==> src/hdl/kpc_pkg.sv <==
// ----------------------------------------------------------------------------
// kpc_pkg
// Shared constants, codes and types of the keypad press classifier.
// ----------------------------------------------------------------------------
package kpc_pkg;

    localparam int NUM_BUTTONS_DEF = 9;
    localparam int MAX_BUTTONS     = 9;

    localparam int CODE_W  = 8;
    localparam int PHASE_W = 2;
    localparam int TIME_W  = 32;
    localparam int KIND_W  = 2;
    localparam int BTN_W   = 4;
    localparam int MS_W    = 16;
    localparam int CFG_IDX_W  = 3;
    localparam int CFG_DATA_W = 64;

    localparam logic [CODE_W-1:0] KEY_FIRST = 8'h31;
    localparam logic [CODE_W-1:0] KEY_LAST  = 8'h39;

    localparam logic [PHASE_W-1:0] PHASE_IDLE     = 2'd0;
    localparam logic [PHASE_W-1:0] PHASE_PRESSED  = 2'd1;
    localparam logic [PHASE_W-1:0] PHASE_HOLD     = 2'd2;
    localparam logic [PHASE_W-1:0] PHASE_RELEASED = 2'd3;

    localparam logic [KIND_W-1:0] EV_NONE  = 2'd0;
    localparam logic [KIND_W-1:0] EV_SHORT = 2'd1;
    localparam logic [KIND_W-1:0] EV_LONG  = 2'd2;
    localparam logic [KIND_W-1:0] EV_COMBO = 2'd3;

    localparam logic [CFG_IDX_W-1:0] REG_SHORT_MAX   = 3'd0;
    localparam logic [CFG_IDX_W-1:0] REG_REPEAT_INT  = 3'd1;
    localparam logic [CFG_IDX_W-1:0] REG_REPEAT_MASK = 3'd2;
    localparam logic [CFG_IDX_W-1:0] REG_LONG_0_3    = 3'd3;
    localparam logic [CFG_IDX_W-1:0] REG_LONG_4_7    = 3'd4;
    localparam logic [CFG_IDX_W-1:0] REG_LONG_8      = 3'd5;

    localparam logic [MS_W-1:0]        SHORT_MAX_RST   = 16'd500;
    localparam logic [MS_W-1:0]        REPEAT_INT_RST  = 16'd100;
    localparam logic [MAX_BUTTONS-1:0] REPEAT_MASK_RST = '0;
    localparam logic [63:0]            LONG_PACKED_RST = 64'h01F4_01F4_01F4_01F4;
    localparam logic [MS_W-1:0]        LONG_8_RST      = 16'd500;

    typedef struct packed {
        logic [MS_W-1:0]        short_max;
        logic [MS_W-1:0]        repeat_int;
        logic [MAX_BUTTONS-1:0] repeat_mask;
        logic [63:0]            long_0_3;
        logic [63:0]            long_4_7;
        logic [MS_W-1:0]        long_8;
    } kpc_cfg_t;

endpackage

==> src/hdl/kpc_cfg.sv <==
// ----------------------------------------------------------------------------
// kpc_cfg
// Configuration register file: decodes writes, holds the timing registers.
// ----------------------------------------------------------------------------
module kpc_cfg
    import kpc_pkg::*;
(
    input  logic                  clk,
    input  logic                  rst_n,
    input  logic                  cfg_valid,
    output logic                  cfg_ready,
    input  logic [CFG_IDX_W-1:0]  cfg_index,
    input  logic [CFG_DATA_W-1:0] cfg_data,
    output kpc_cfg_t              cfg
);

    kpc_cfg_t cfg_reg;

    assign cfg_ready = 1'b1;
    assign cfg       = cfg_reg;

    always_ff @(posedge clk or negedge rst_n)
    begin
        if (!rst_n)
        begin
            cfg_reg.short_max   <= SHORT_MAX_RST;
            cfg_reg.repeat_int  <= REPEAT_INT_RST;
            cfg_reg.repeat_mask <= REPEAT_MASK_RST;
            cfg_reg.long_0_3    <= LONG_PACKED_RST;
            cfg_reg.long_4_7    <= LONG_PACKED_RST;
            cfg_reg.long_8      <= LONG_8_RST;
        end
        else if (cfg_valid)
        begin
            case (cfg_index)
                REG_SHORT_MAX:   cfg_reg.short_max   <= cfg_data[MS_W-1:0];
                REG_REPEAT_INT:  cfg_reg.repeat_int  <= cfg_data[MS_W-1:0];
                REG_REPEAT_MASK: cfg_reg.repeat_mask <= cfg_data[MAX_BUTTONS-1:0];
                REG_LONG_0_3:    cfg_reg.long_0_3    <= cfg_data;
                REG_LONG_4_7:    cfg_reg.long_4_7    <= cfg_data;
                REG_LONG_8:      cfg_reg.long_8      <= cfg_data[MS_W-1:0];
                default:         ;
            endcase
        end
    end

endmodule

==> src/hdl/keypad_press_classifier_unit.sv <==
// ----------------------------------------------------------------------------
// keypad_press_classifier_unit
// Turns keypad scanner reports into short, long and combo press events.
//
// Usage:
//   Input channel (in_valid/in_ready) takes one word per key report:
//   key_code, key_phase, now_ms. Output channel (out_valid/out_ready)
//   returns exactly one word per report: event_kind, event_button,
//   held_button, all_idle. Config channel (cfg_valid/cfg_ready, always
//   ready) writes register cfg_index with cfg_data; write only when idle.
//   The output word is registered at the end of stage 1 and held until taken.
//   Throughput is one word per cycle unless the receiver stalls: stage 0
//   reads the per-button time entry from a one-port-read synchronous
//   memory, stage 1 classifies, updates flags and writes the entry back;
//   a same-entry write bypasses into the read.
//   When the receiver stalls, the output register holds; a word waiting
//   in stage 1 holds too, and in_ready drops until the output word is taken.
//   Reset clears all flags and loads register defaults; time entries are
//   always written on a press before their values are used, so no clearing pass.
// ----------------------------------------------------------------------------
module keypad_press_classifier_unit
    import kpc_pkg::*;
#(
    parameter int NUM_BUTTONS = NUM_BUTTONS_DEF
)
(
    input  logic                  clk,
    input  logic                  rst_n,
    input  logic                  in_valid,
    output logic                  in_ready,
    input  logic [CODE_W-1:0]     key_code,
    input  logic [PHASE_W-1:0]    key_phase,
    input  logic [TIME_W-1:0]     now_ms,
    output logic                  out_valid,
    input  logic                  out_ready,
    output logic [KIND_W-1:0]     event_kind,
    output logic [BTN_W-1:0]      event_button,
    output logic [BTN_W-1:0]      held_button,
    output logic                  all_idle,
    input  logic                  cfg_valid,
    output logic                  cfg_ready,
    input  logic [CFG_IDX_W-1:0]  cfg_index,
    input  logic [CFG_DATA_W-1:0] cfg_data
);

    localparam int IDX_W = (NUM_BUTTONS > 1) ? $clog2(NUM_BUTTONS) : 1;

    kpc_cfg_t cfg;

    kpc_cfg u_cfg (
        .clk       (clk),
        .rst_n     (rst_n),
        .cfg_valid (cfg_valid),
        .cfg_ready (cfg_ready),
        .cfg_index (cfg_index),
        .cfg_data  (cfg_data),
        .cfg       (cfg)
    );

    // time store: {last_repeat_time, press_time}
    logic [2*TIME_W-1:0] mem [NUM_BUTTONS];
    logic [2*TIME_W-1:0] rd_data_reg;

    logic s1_valid_reg;
    logic s1_hit_reg;
    logic [IDX_W-1:0] s1_btn_reg;
    logic [PHASE_W-1:0] s1_phase_reg;
    logic [TIME_W-1:0] s1_now_reg;

    logic [NUM_BUTTONS-1:0] active_reg, active_next;
    logic [NUM_BUTTONS-1:0] long_reg, long_next;
    logic [NUM_BUTTONS-1:0] combo_reg, combo_next;

    logic out_valid_reg;
    logic [KIND_W-1:0] kind_reg, kind_next;
    logic [BTN_W-1:0] ev_btn_reg, ev_btn_next;
    logic [BTN_W-1:0] held_reg, held_next;
    logic idle_reg;

    logic in_fire, s1_fire;
    logic [CODE_W-1:0] key_off;
    logic in_hit;
    logic [IDX_W-1:0] in_btn;
    logic rd_en;

    logic wr_en;
    logic [2*TIME_W-1:0] wr_data;

    // stage 0
    assign s1_fire  = s1_valid_reg && (!out_valid_reg || out_ready);
    assign in_ready = !s1_valid_reg || s1_fire;
    assign in_fire  = in_valid && in_ready;
    assign key_off  = key_code - KEY_FIRST;
    assign in_hit   = (key_code >= KEY_FIRST) && (key_code <= KEY_LAST)
                      && (key_off < CODE_W'(NUM_BUTTONS));
    assign in_btn   = key_off[IDX_W-1:0];
    assign rd_en    = in_fire && in_hit;

    always_ff @(posedge clk)
    begin
        if (wr_en)
            mem[s1_btn_reg] <= wr_data;
        if (rd_en)
        begin
            if (wr_en && (s1_btn_reg == in_btn))
                rd_data_reg <= wr_data;
            else
                rd_data_reg <= mem[in_btn];
        end
    end

    always_ff @(posedge clk)
    begin
        if (in_fire)
        begin
            s1_hit_reg   <= in_hit;
            s1_btn_reg   <= in_btn;
            s1_phase_reg <= key_phase;
            s1_now_reg   <= now_ms;
        end
    end

    // stage 1
    logic [MS_W-1:0] long_lim [NUM_BUTTONS];
    logic [TIME_W-1:0] press_t, rep_t, held_ms, rep_ms;
    logic [NUM_BUTTONS-1:0] bmask, others;
    logic act, rep, done_any;
    logic found;
    logic [IDX_W-1:0] held_idx;
    logic [MAX_BUTTONS-1:0] rep_mask_ext;

    always_comb
    begin
        for (int g = 0; g < NUM_BUTTONS; g++)
        begin
            if (g < 4)
                long_lim[g] = cfg.long_0_3[16*g +: 16];
            else if (g < 8)
                long_lim[g] = cfg.long_4_7[16*(g-4) +: 16];
            else
                long_lim[g] = cfg.long_8;
        end
    end

    assign press_t      = rd_data_reg[TIME_W-1:0];
    assign rep_t        = rd_data_reg[2*TIME_W-1:TIME_W];
    assign held_ms      = s1_now_reg - press_t;
    assign rep_ms       = s1_now_reg - rep_t;
    assign bmask        = NUM_BUTTONS'(1) << s1_btn_reg;
    assign others       = active_reg & ~bmask;
    assign act          = active_reg[s1_btn_reg];
    assign rep_mask_ext = cfg.repeat_mask;
    assign rep          = rep_mask_ext[s1_btn_reg];
    assign done_any     = long_reg[s1_btn_reg] || combo_reg[s1_btn_reg];

    always_comb
    begin
        found    = 1'b0;
        held_idx = '0;
        for (int j = NUM_BUTTONS - 1; j >= 0; j--)
        begin
            if (others[j])
            begin
                found    = 1'b1;
                held_idx = IDX_W'(j);
            end
        end
    end

    always_comb
    begin
        active_next = active_reg;
        long_next   = long_reg;
        combo_next  = combo_reg;
        kind_next   = EV_NONE;
        ev_btn_next = '0;
        held_next   = '0;
        wr_en       = 1'b0;
        wr_data     = {s1_now_reg, s1_now_reg};
        if (s1_fire && s1_hit_reg)
        begin
            case (s1_phase_reg)
                PHASE_PRESSED:
                begin
                    if (!act)
                    begin
                        wr_en       = 1'b1;
                        active_next = active_reg | bmask;
                        long_next   = long_reg & ~bmask;
                        combo_next  = combo_reg & ~bmask;
                        if (found)
                        begin
                            kind_next   = EV_COMBO;
                            ev_btn_next = BTN_W'(s1_btn_reg);
                            held_next   = BTN_W'(held_idx);
                            combo_next  = (combo_reg & ~bmask) | bmask
                                          | (NUM_BUTTONS'(1) << held_idx);
                        end
                        else if (rep)
                        begin
                            kind_next   = EV_SHORT;
                            ev_btn_next = BTN_W'(s1_btn_reg);
                        end
                    end
                end
                PHASE_HOLD:
                begin
                    if (act)
                    begin
                        if (rep)
                        begin
                            if ((held_ms >= TIME_W'(cfg.short_max))
                                && (rep_ms >= TIME_W'(cfg.repeat_int)))
                            begin
                                kind_next   = EV_SHORT;
                                ev_btn_next = BTN_W'(s1_btn_reg);
                                wr_en       = 1'b1;
                                wr_data     = {s1_now_reg, press_t};
                            end
                        end
                        else if (!done_any
                                 && (held_ms >= TIME_W'(long_lim[s1_btn_reg])))
                        begin
                            kind_next   = EV_LONG;
                            ev_btn_next = BTN_W'(s1_btn_reg);
                            long_next   = long_reg | bmask;
                        end
                    end
                end
                default:
                begin
                    // idle and released
                    if (act)
                    begin
                        active_next = active_reg & ~bmask;
                        if (!done_any && !rep
                            && (held_ms < TIME_W'(cfg.short_max)))
                        begin
                            kind_next   = EV_SHORT;
                            ev_btn_next = BTN_W'(s1_btn_reg);
                        end
                    end
                end
            endcase
        end
    end

    always_ff @(posedge clk or negedge rst_n)
    begin
        if (!rst_n)
        begin
            s1_valid_reg  <= 1'b0;
            out_valid_reg <= 1'b0;
            active_reg    <= '0;
            long_reg      <= '0;
            combo_reg     <= '0;
        end
        else
        begin
            if (in_fire)
                s1_valid_reg <= 1'b1;
            else if (s1_fire)
                s1_valid_reg <= 1'b0;
            if (s1_fire)
                out_valid_reg <= 1'b1;
            else if (out_ready)
                out_valid_reg <= 1'b0;
            active_reg <= active_next;
            long_reg   <= long_next;
            combo_reg  <= combo_next;
        end
    end

    always_ff @(posedge clk)
    begin
        if (s1_fire)
        begin
            kind_reg   <= kind_next;
            ev_btn_reg <= ev_btn_next;
            held_reg   <= held_next;
            idle_reg   <= (active_next == '0);
        end
    end

    assign out_valid    = out_valid_reg;
    assign event_kind   = kind_reg;
    assign event_button = ev_btn_reg;
    assign held_button  = held_reg;
    assign all_idle     = idle_reg;

`ifndef ASSERT_OFF
    a_none_zero: assert property (@(posedge clk) disable iff (!rst_n)
        out_valid && (event_kind == EV_NONE) |-> (event_button == '0) && (held_button == '0))
        else $error("no-event word carries a button");

    a_combo_distinct: assert property (@(posedge clk) disable iff (!rst_n)
        out_valid && (event_kind == EV_COMBO) |-> (event_button != held_button))
        else $error("combo names the same button twice");

    a_idle_match: assert property (@(posedge clk) disable iff (!rst_n)
        s1_fire |=> (all_idle == (active_reg == '0)))
        else $error("all_idle disagrees with active flags");

    a_active_event: assert property (@(posedge clk) disable iff (!rst_n)
        out_valid && ((event_kind == EV_LONG) || (event_kind == EV_COMBO)) |-> !all_idle)
        else $error("long or combo reported with no active button");

    a_stall_blocks: assert property (@(posedge clk) disable iff (!rst_n)
        s1_valid_reg && out_valid && !out_ready |-> !in_ready)
        else $error("input accepted while pipeline is stalled");
`endif

endmodule
==> config.mk <==
export PLATFORM = sky130hd
export DESIGN_NAME = keypad_press_classifier_unit
export DESIGN_NICKNAME = d
export VERILOG_FILES = /design/src/hdl/kpc_pkg.sv /design/src/hdl/kpc_cfg.sv /design/src/hdl/keypad_press_classifier_unit.sv
export SDC_FILE = /design/constraint.sdc
export NUM_CORES = 1
export LEC_CHECK = 0
export BUFFER_PORTS_ARGS = -buffer_cell sky130_fd_sc_hd__clkbuf_2
export CORE_AREA = 2 2 292 294
export CTS_CLUSTER_DIAMETER = 100
export DETAILED_ROUTE_END_ITERATION = 12
export DIE_AREA = 0 0 294 296
export PLACE_DENSITY = 0.66
export REMOVE_ABC_BUFFERS = 1
export SYNTH_ARGS = -nofsm -noshare
export SYNTH_HDL_FRONTEND = slang
export SYNTH_SLANG_ARGS = --single-unit
==> constraint.sdc <==
create_clock -name clk -period 6.9 [get_ports clk]
set_input_delay 1.38 -clock clk [delete_from_list [all_inputs] [get_ports clk]]
set_output_delay 1.38 -clock clk [all_outputs]
set_load 0.03 [all_outputs]
-- Yosys cells after proc, flatten, opt, wreduce, memory -nomap -nowiden
Memory sizes are Yosys's and may differ from the RTL's. A register that Yosys moved wholly into a read port is not among the register bits.
Index checks and enable logic that the tools add are counted.
- register bits: 264
- RAM bits: 576
- bits of input ports: 114
- output and inout port bits: 14
- logic and storage cells: 165
- memories kept: 1
- add/sub/neg operators: 3
- order comparisons: 9
- equal/unequal tests: 11
- shifts and indexed selects: 2
- muxes and demuxes: 76
- bitwise operators: 13
- reduce and logical (&&, ||, !) cells: 31
- memories (memory ; words ; width ; read ports ; clocked after Yosys merged registers in ; write ports ; RTL line ; text):
    mem ; 9 ; 64 ; 1 ; 1 ; 1 ; keypad_press_classifier_unit.sv:61 ; logic [2*TIME_W-1:0] mem [NUM_BUTTONS];
- operators by type and width (cell ; count):
    32-bit 2-to-1 mux ; 5
    32-bit by 16-bit >= comparator with 1-bit output ; 3
    4-bit 2-to-1 mux ; 18
    9-bit 2-to-1 mux ; 8
    16-bit binary-select mux with 4-bit select ; 1
    32-bit subtractor ; 2
    9-bit OR ; 4
    9-bit one-hot mux with 2 select lines ; 2
    32-bit by 16-bit < comparator with 1-bit output ; 1
    16-bit 2-to-1 mux ; 2
    1-bit 2-to-1 mux ; 28
    9-bit bitwise AND ; 3
    1-bit by 4-bit left shift with 9-bit output, first input constant ; 2
    1-bit binary-select mux with 4-bit select ; 4
    2-bit AND reduction ; 6
    1-bit logical AND ; 10
    2-bit 2-to-1 mux ; 5
    9-bit logical NOT ; 1
    9-bit NOT ; 1
    8-bit by 6-bit >= comparator with 1-bit output, second input constant ; 1
    8-bit by 6-bit less-or-equal comparator with 1-bit output, second input constant ; 1
    8-bit by 4-bit < comparator with 1-bit output, second input constant ; 1
    2-bit inequality test, second input constant ; 4
    4-bit one-hot mux with 2 select lines ; 1
    19 further kinds ; 31

-- Depth between registers and ports, before layout
- word-level depth: 15
- gate-level depth with buffers: 24
- gate-level depth less buffers: 23

-- Modules after synthesis
A second synthesis with hierarchy kept.
- cell total of the unflattened synthesis: 2717
- area, all modules: 41946.5 µm²
- modules (own cells, without submodules) (module ; times used ; cells an instance ; area each (µm²) ; seq. area each (µm²)):
    keypad_press_classifier_unit ; 1 ; 2320 ; 34550.6 ; 21445.6
    kpc_cfg ; 1 ; 397 ; 7395.8 ; 4708.3

-- Worst setup path after synthesis
No wires, ideal clock.
- path kind: flip-flop to flip-flop
- start point: reg s1_now_reg[0]
- end point: mem mem[0][0] (netlist bit), enable pin
- library setup time: 487 ps
- arrival time: 6887 ps
- data required time: 6413 ps
- setup slack: -474 ps
- stages on the path, launching flop included: 25
- path buffers: 1
- period minus slack after synthesis: 7374 ps
- cell sequence: edfxtp_1 inv_1 ha_1 inv_1 fa_1 a21o_1 a221oi_2 o21ai_0 a21o_1 a21oi_1 xnor2_1 ha_1 nand2_1 nor2_1 nand2_1 a211oi_1 nor3_1 maj3_1 nor3_1 nor4_1 nand2_1 nand2_1 a21o_1 clkbuf_1 nor2_1
- longest elaborated chain between the ends: 10
- elaborated cells on any way between the ends: 12
- those cells by class: add/sub: 2; order compare: 2; mux: 7; reduce/logical: 1
- RTL lines (element ; RTL line ; text):
    from (decl) ; keypad_press_classifier_unit.sv:68 ; logic [TIME_W-1:0] s1_now_reg;
    from (signal assigned) ; keypad_press_classifier_unit.sv:119 ; s1_now_reg <= now_ms;
    32-bit subtractor, on equally long branches ; keypad_press_classifier_unit.sv:147, keypad_press_classifier_unit.sv:148 ;
    32-bit by 16-bit >= comparator with 1-bit output, on equally long branches ; keypad_press_classifier_unit.sv:212, keypad_press_classifier_unit.sv:213 ;
    1-bit logical AND * ; keypad_press_classifier_unit.sv:213 ; && (rep_ms >= TIME_W'(cfg.repeat_int)))
    1-bit 2-to-1 mux * ; keypad_press_classifier_unit.sv:212 ; if ((held_ms >= TIME_W'(cfg.short_max))
    1-bit 2-to-1 mux * ; keypad_press_classifier_unit.sv:210 ; if (rep)
    1-bit 2-to-1 mux * ; keypad_press_classifier_unit.sv:208 ; if (act)
    1-bit one-hot mux with 2 select lines * ; keypad_press_classifier_unit.sv:182 ; case (s1_phase_reg)
    1-bit 2-to-1 mux * ; keypad_press_classifier_unit.sv:180 ; if (s1_fire && s1_hit_reg)
    1-bit 2-to-1 mux * ; keypad_press_classifier_unit.sv:101 ; if (wr_en)
    1-bit 2-to-1 mux (not written as such) * ; keypad_press_classifier_unit.sv:102 ; mem[s1_btn_reg] <= wr_data;
    to (decl) ; keypad_press_classifier_unit.sv:61 ;
Mark *: on every way between the ends. The rest lies on a longest branch, timed or not.

-- Worst setup path in the final report
- start point: reg s1_now_reg[6]
- end point: mem mem[4][34] (netlist bit), enable pin
Same word-level chain as after synthesis.

==> metrics.txt <==
# TYPE chip_impl_metric gauge
chip_impl_info{name="timing.critical_path.from_type",value="flip-flop"} 1
chip_impl_metric{name="gpl.final_weighted_congestion",unit=""} 0.9489
chip_impl_info{name="cts_tree",value="built"} 1
chip_impl_metric{name="synth_edf_count",unit=""} 690
chip_impl_metric{name="worst_pin_slew",unit="ns"} 1.089
chip_impl_metric{name="layout.cell_area.non_filler",unit="um2"} 47430
chip_impl_metric{name="finalHoldWorstSlack",unit="ns"} 0.5016
chip_impl_info{name="holdCritPathClass",value="reg -> reg"} 1
chip_impl_metric{name="number_of_buffer_cells_added_on_primary_ports",unit=""} 126
chip_impl_metric{name="cell_area_placed",unit="um2"} 44060
chip_impl_metric{name="peakVddDrop",unit="uV"} 231.8
chip_impl_metric{name="clock_path_buffers",unit=""} 3
chip_impl_metric{name="switchingPower",unit="mW"} 3.247
chip_impl_metric{name="drc_errors",unit=""} 0
chip_impl_metric{name="synthArstFlopShare",unit=""} 0.2367
chip_impl_metric{name="avgSynthCellArea",unit="um2"} 14.99
chip_impl_metric{name="cts_hold_buf",unit=""} 0
chip_impl_metric{name="design.core.area",unit="um2"} 84210
chip_impl_metric{name="clock_tree.htree_level_count",unit=""} 3
chip_impl_info{name="synth_top_area_cell",value="edfxtp_1"} 1
chip_impl_info{name="clk_root_buffer_cell",value="clkbuf_16"} 1
chip_impl_metric{name="synthesis.area",unit="um2"} 41520
chip_impl_info{name="synth_flop_cell",value="edfxtp_1"} 1
chip_impl_metric{name="vias",unit=""} 24624
chip_impl_metric{name="arrival",unit="ns"} 6.82
chip_impl_metric{name="die_w",unit="um"} 294
chip_impl_metric{name="fillCellCount",unit=""} 6488
chip_impl_info{name="critical_path_class",value="reg -> reg"} 1
chip_impl_metric{name="pin_count",unit=""} 128
chip_impl_metric{name="power_report.internal_total",unit="mW"} 9.937
chip_impl_metric{name="count_of_yosys_warnings_during_synthesis",unit=""} 0
chip_impl_metric{name="worstHoldPathCells",unit=""} 1
chip_impl_metric{name="postSynthRegisterBits",unit=""} 904
chip_impl_metric{name="reg2reg_depth",unit=""} 19
chip_impl_info{name="run_status",value="completed"} 1
chip_impl_metric{name="critical_path_required",unit="ns"} 7.30
chip_impl_metric{name="setup_violations",unit=""} 0
chip_impl_metric{name="total_power",unit="mW"} 13.18
chip_impl_metric{name="drt-wirelength-per-cell",unit="um"} 25.09
chip_impl_metric{name="switch_share",unit=""} 0.2463
chip_impl_metric{name="drt_iter0_drc",unit=""} 2286
chip_impl_metric{name="routed_wl",unit="um"} 103200
chip_impl_metric{name="cp_max_fo",unit=""} 25
chip_impl_metric{name="ant_nets",unit=""} 0
chip_impl_info{name="most_frequent_standard_cell_in_the_layout_excluding_fill_and_tap_cells",value="edfxtp_1"} 1
chip_impl_metric{name="drt-pass1-iter-count",unit=""} 7
chip_impl_metric{name="final_ws_setup",unit="ns"} 0.4745
chip_impl_info{name="crit_path_end_kind",value="flip-flop"} 1
chip_impl_metric{name="combined_area_of_the_multi_input_logic_cells",unit="um2"} 14490
chip_impl_metric{name="powerDensity",unit="nW/um2"} 278.0
chip_impl_metric{name="antenna_found_initial",unit=""} 0
chip_impl_metric{name="floorplan.die_area",unit="um2"} 87020
chip_impl_metric{name="row_count",unit=""} 107
chip_impl_metric{name="final-max-slew-violation-count",unit=""} 0
chip_impl_metric{name="timing.fmax",unit="MHz"} 155.6
chip_impl_metric{name="combPwrFrac",unit=""} 0.123
chip_impl_metric{name="nets",unit=""} 3179
chip_impl_metric{name="grt_usage",unit=""} 0.2386
chip_impl_info{name="rsz_0062_raised_after_global_routing",value="false"} 1
chip_impl_metric{name="area_grow_syn2layout",unit="%"} 14.22
chip_impl_metric{name="final-seq-area",unit="um2"} 26150
chip_impl_metric{name="grt_max_degree",unit=""} 137
chip_impl_metric{name="clock-sinks",unit=""} 904
chip_impl_metric{name="leak",unit="nW"} 17.15
chip_impl_metric{name="cts_inserted_buffers",unit=""} 92
chip_impl_metric{name="skew",unit="ns"} 0.08262
chip_impl_metric{name="synth_cell_type_count",unit=""} 84
chip_impl_metric{name="fin_crit_period",unit="ns"} 6.425
chip_impl_metric{name="fin_tns_setup",unit="ns"} 0
chip_impl_metric{name="clk-insertion-delay-late",unit="ns"} 0.69
chip_impl_metric{name="cap_violations",unit=""} 0
chip_impl_metric{name="post_route_cells_drive_above_1_share",unit=""} 0.2692
chip_impl_metric{name="timing.final.hold_violations",unit=""} 0
chip_impl_metric{name="maxSlewHeadroom",unit=""} 0.2709
chip_impl_metric{name="die_boundary_height",unit="um"} 296
chip_impl_metric{name="insertedDiodeCount",unit=""} 0
chip_impl_metric{name="clk_pin_slew",unit="ns"} 0.06
chip_impl_metric{name="dp_hpwl",unit="um"} 67560
chip_impl_info{name="most_area_consuming_cells_after_synthesis",value="edfxtp_1 (50%), dfrtp_1 (9.1%), mux4_2 (8.9%)"} 1
chip_impl_metric{name="grt_first_pass_wirelength",unit="um"} 155900
chip_impl_metric{name="post_drt_via_cell_ratio",unit=""} 5.985
chip_impl_metric{name="place_worst_setup_slack",unit="ns"} 0.3308
chip_impl_metric{name="syn_inst",unit=""} 2770
chip_impl_metric{name="timing.final.crit_share",unit=""} 0.9312
chip_impl_metric{name="vias_in_the_first_global_route",unit=""} 25145
chip_impl_metric{name="clkPwrFrac",unit=""} 0.389
chip_impl_metric{name="synth.top_cell.area_share",unit=""} 0.4990
chip_impl_info{name="highest_count_cells_in_the_layout_ignoring_fill_and_taps",value="edfxtp_1 (690), mux2_2 (193), a21oi_1 (190), mux4_2 (164), nor2_1 (159)"} 1
chip_impl_metric{name="overflow",unit=""} 0
chip_impl_metric{name="p_seq_frac",unit=""} 0.488
chip_impl_metric{name="largest_register_ffs",unit=""} 576
chip_impl_metric{name="synth.yosys.seq_area_share",unit=""} 0.6298
chip_impl_metric{name="start_util",unit=""} 0.4931
-- power by group through the flow --
stage	registers [mW]	clock network [mW]	logic (mW)
4_1_cts	6.44	5.22	1.62
5_1_grt	6.47	5.43	1.78
3_3_place_gp	6.52	0	1.57
6_report	6.44	5.13	1.62
2_1_floorplan	6.49	0	1.14
3_5_place_dp	6.54	0	1.61
-- worst paths after layout --
kind / startpoint / to / slack [ns]
setup reg to reg: s1_now_reg[6] / mem[4][34] / 0.47
max in group asynchronous: rst_n / u_cfg.cfg[91] / 4.72
hold reg to reg: u_cfg.cfg[122] / u_cfg.cfg[122] / 0.50
setup / recovery: s1_now_reg[6] / mem[4][34] / 0.47
hold / removal: u_cfg.cfg[122] / u_cfg.cfg[122] / 0.50
min in group asynchronous: rst_n / u_cfg.cfg[131] / 0.88
-- logic make-up after synthesis --
family | synth area share
flip-flops | 0.6298
multiplexers | 0.1739
AO/OA/AOI/OAI | 0.07244
AND/OR/NAND/NOR | 0.05339
buffers and inverters | 0.02447
adder cells (fa/ha/maj) | 0.03556
XOR/XNOR | 0.01034
other | 0.00009031
-- critical path, stage by stage (launching register included) --
cell and delay, ns:
edfxtp_1 0.59, ha_1 0.47, a21oi_1 0.19, o22ai_1 0.10
a21oi_1 0.63, a22o_1 0.46, xnor2_1 0.17, ha_1 0.28
a211oi_1 0.23, nand2_1 0.11, a2111oi_0 0.52, a211o_1 0.27
nand4_1 0.10, nor4_1 0.25, and4_1 0.23, a31oi_1 0.12
nand2_1 0.20, a21o_1 0.72, nor2_4 0.22, buf_12 0.26
-- cell usage after synthesis (30+ instances only) --
library cell / n
a21oi_1: 190
nand2_1: 130
edfxtp_1: 690
nand3_1: 31
clkbuf_1: 95
o21ai_0: 100
nor2_1: 168
dfstp_2: 63
dfrtp_1: 151
ha_1: 114
mux4_2: 164
mux2_2: 193
mux2i_1: 70
mux2_1: 58
nand4_1: 30
xnor2_1: 30
inv_1: 119
-- cell type report --
cell class	count	area share
clock buffer	121	0.05171
tap	1090	0.02875
multi-input combinational	1611	0.3055
sequential	904	0.5514
timing repair buffer	221	0.03849
clock inverter	48	0.01469
inverter	119	0.009418
-- through the flow --
stage            util  std cells
5_1_grt        0.5632       4114
6_report       0.5632       4114
4_1_cts        0.5606       4095
2_1_floorplan       -       2634
3_5_place_dp   0.5232       3926
3_3_place_gp   0.5232       3926
-- per-layer routing --
metal	track usage	routed length, um
met5	0	0
met4	0.06633	2431
met3	0.03582	5716
met2	0.3984	50650
met1	0.3284	44420
-- repair_timing --
action,4_1_cts,5_1_grt
setup endpoints to repair,0,438
resized for setup,0,1
setup buffers,0,19
(Power assumes the default switching activity.)
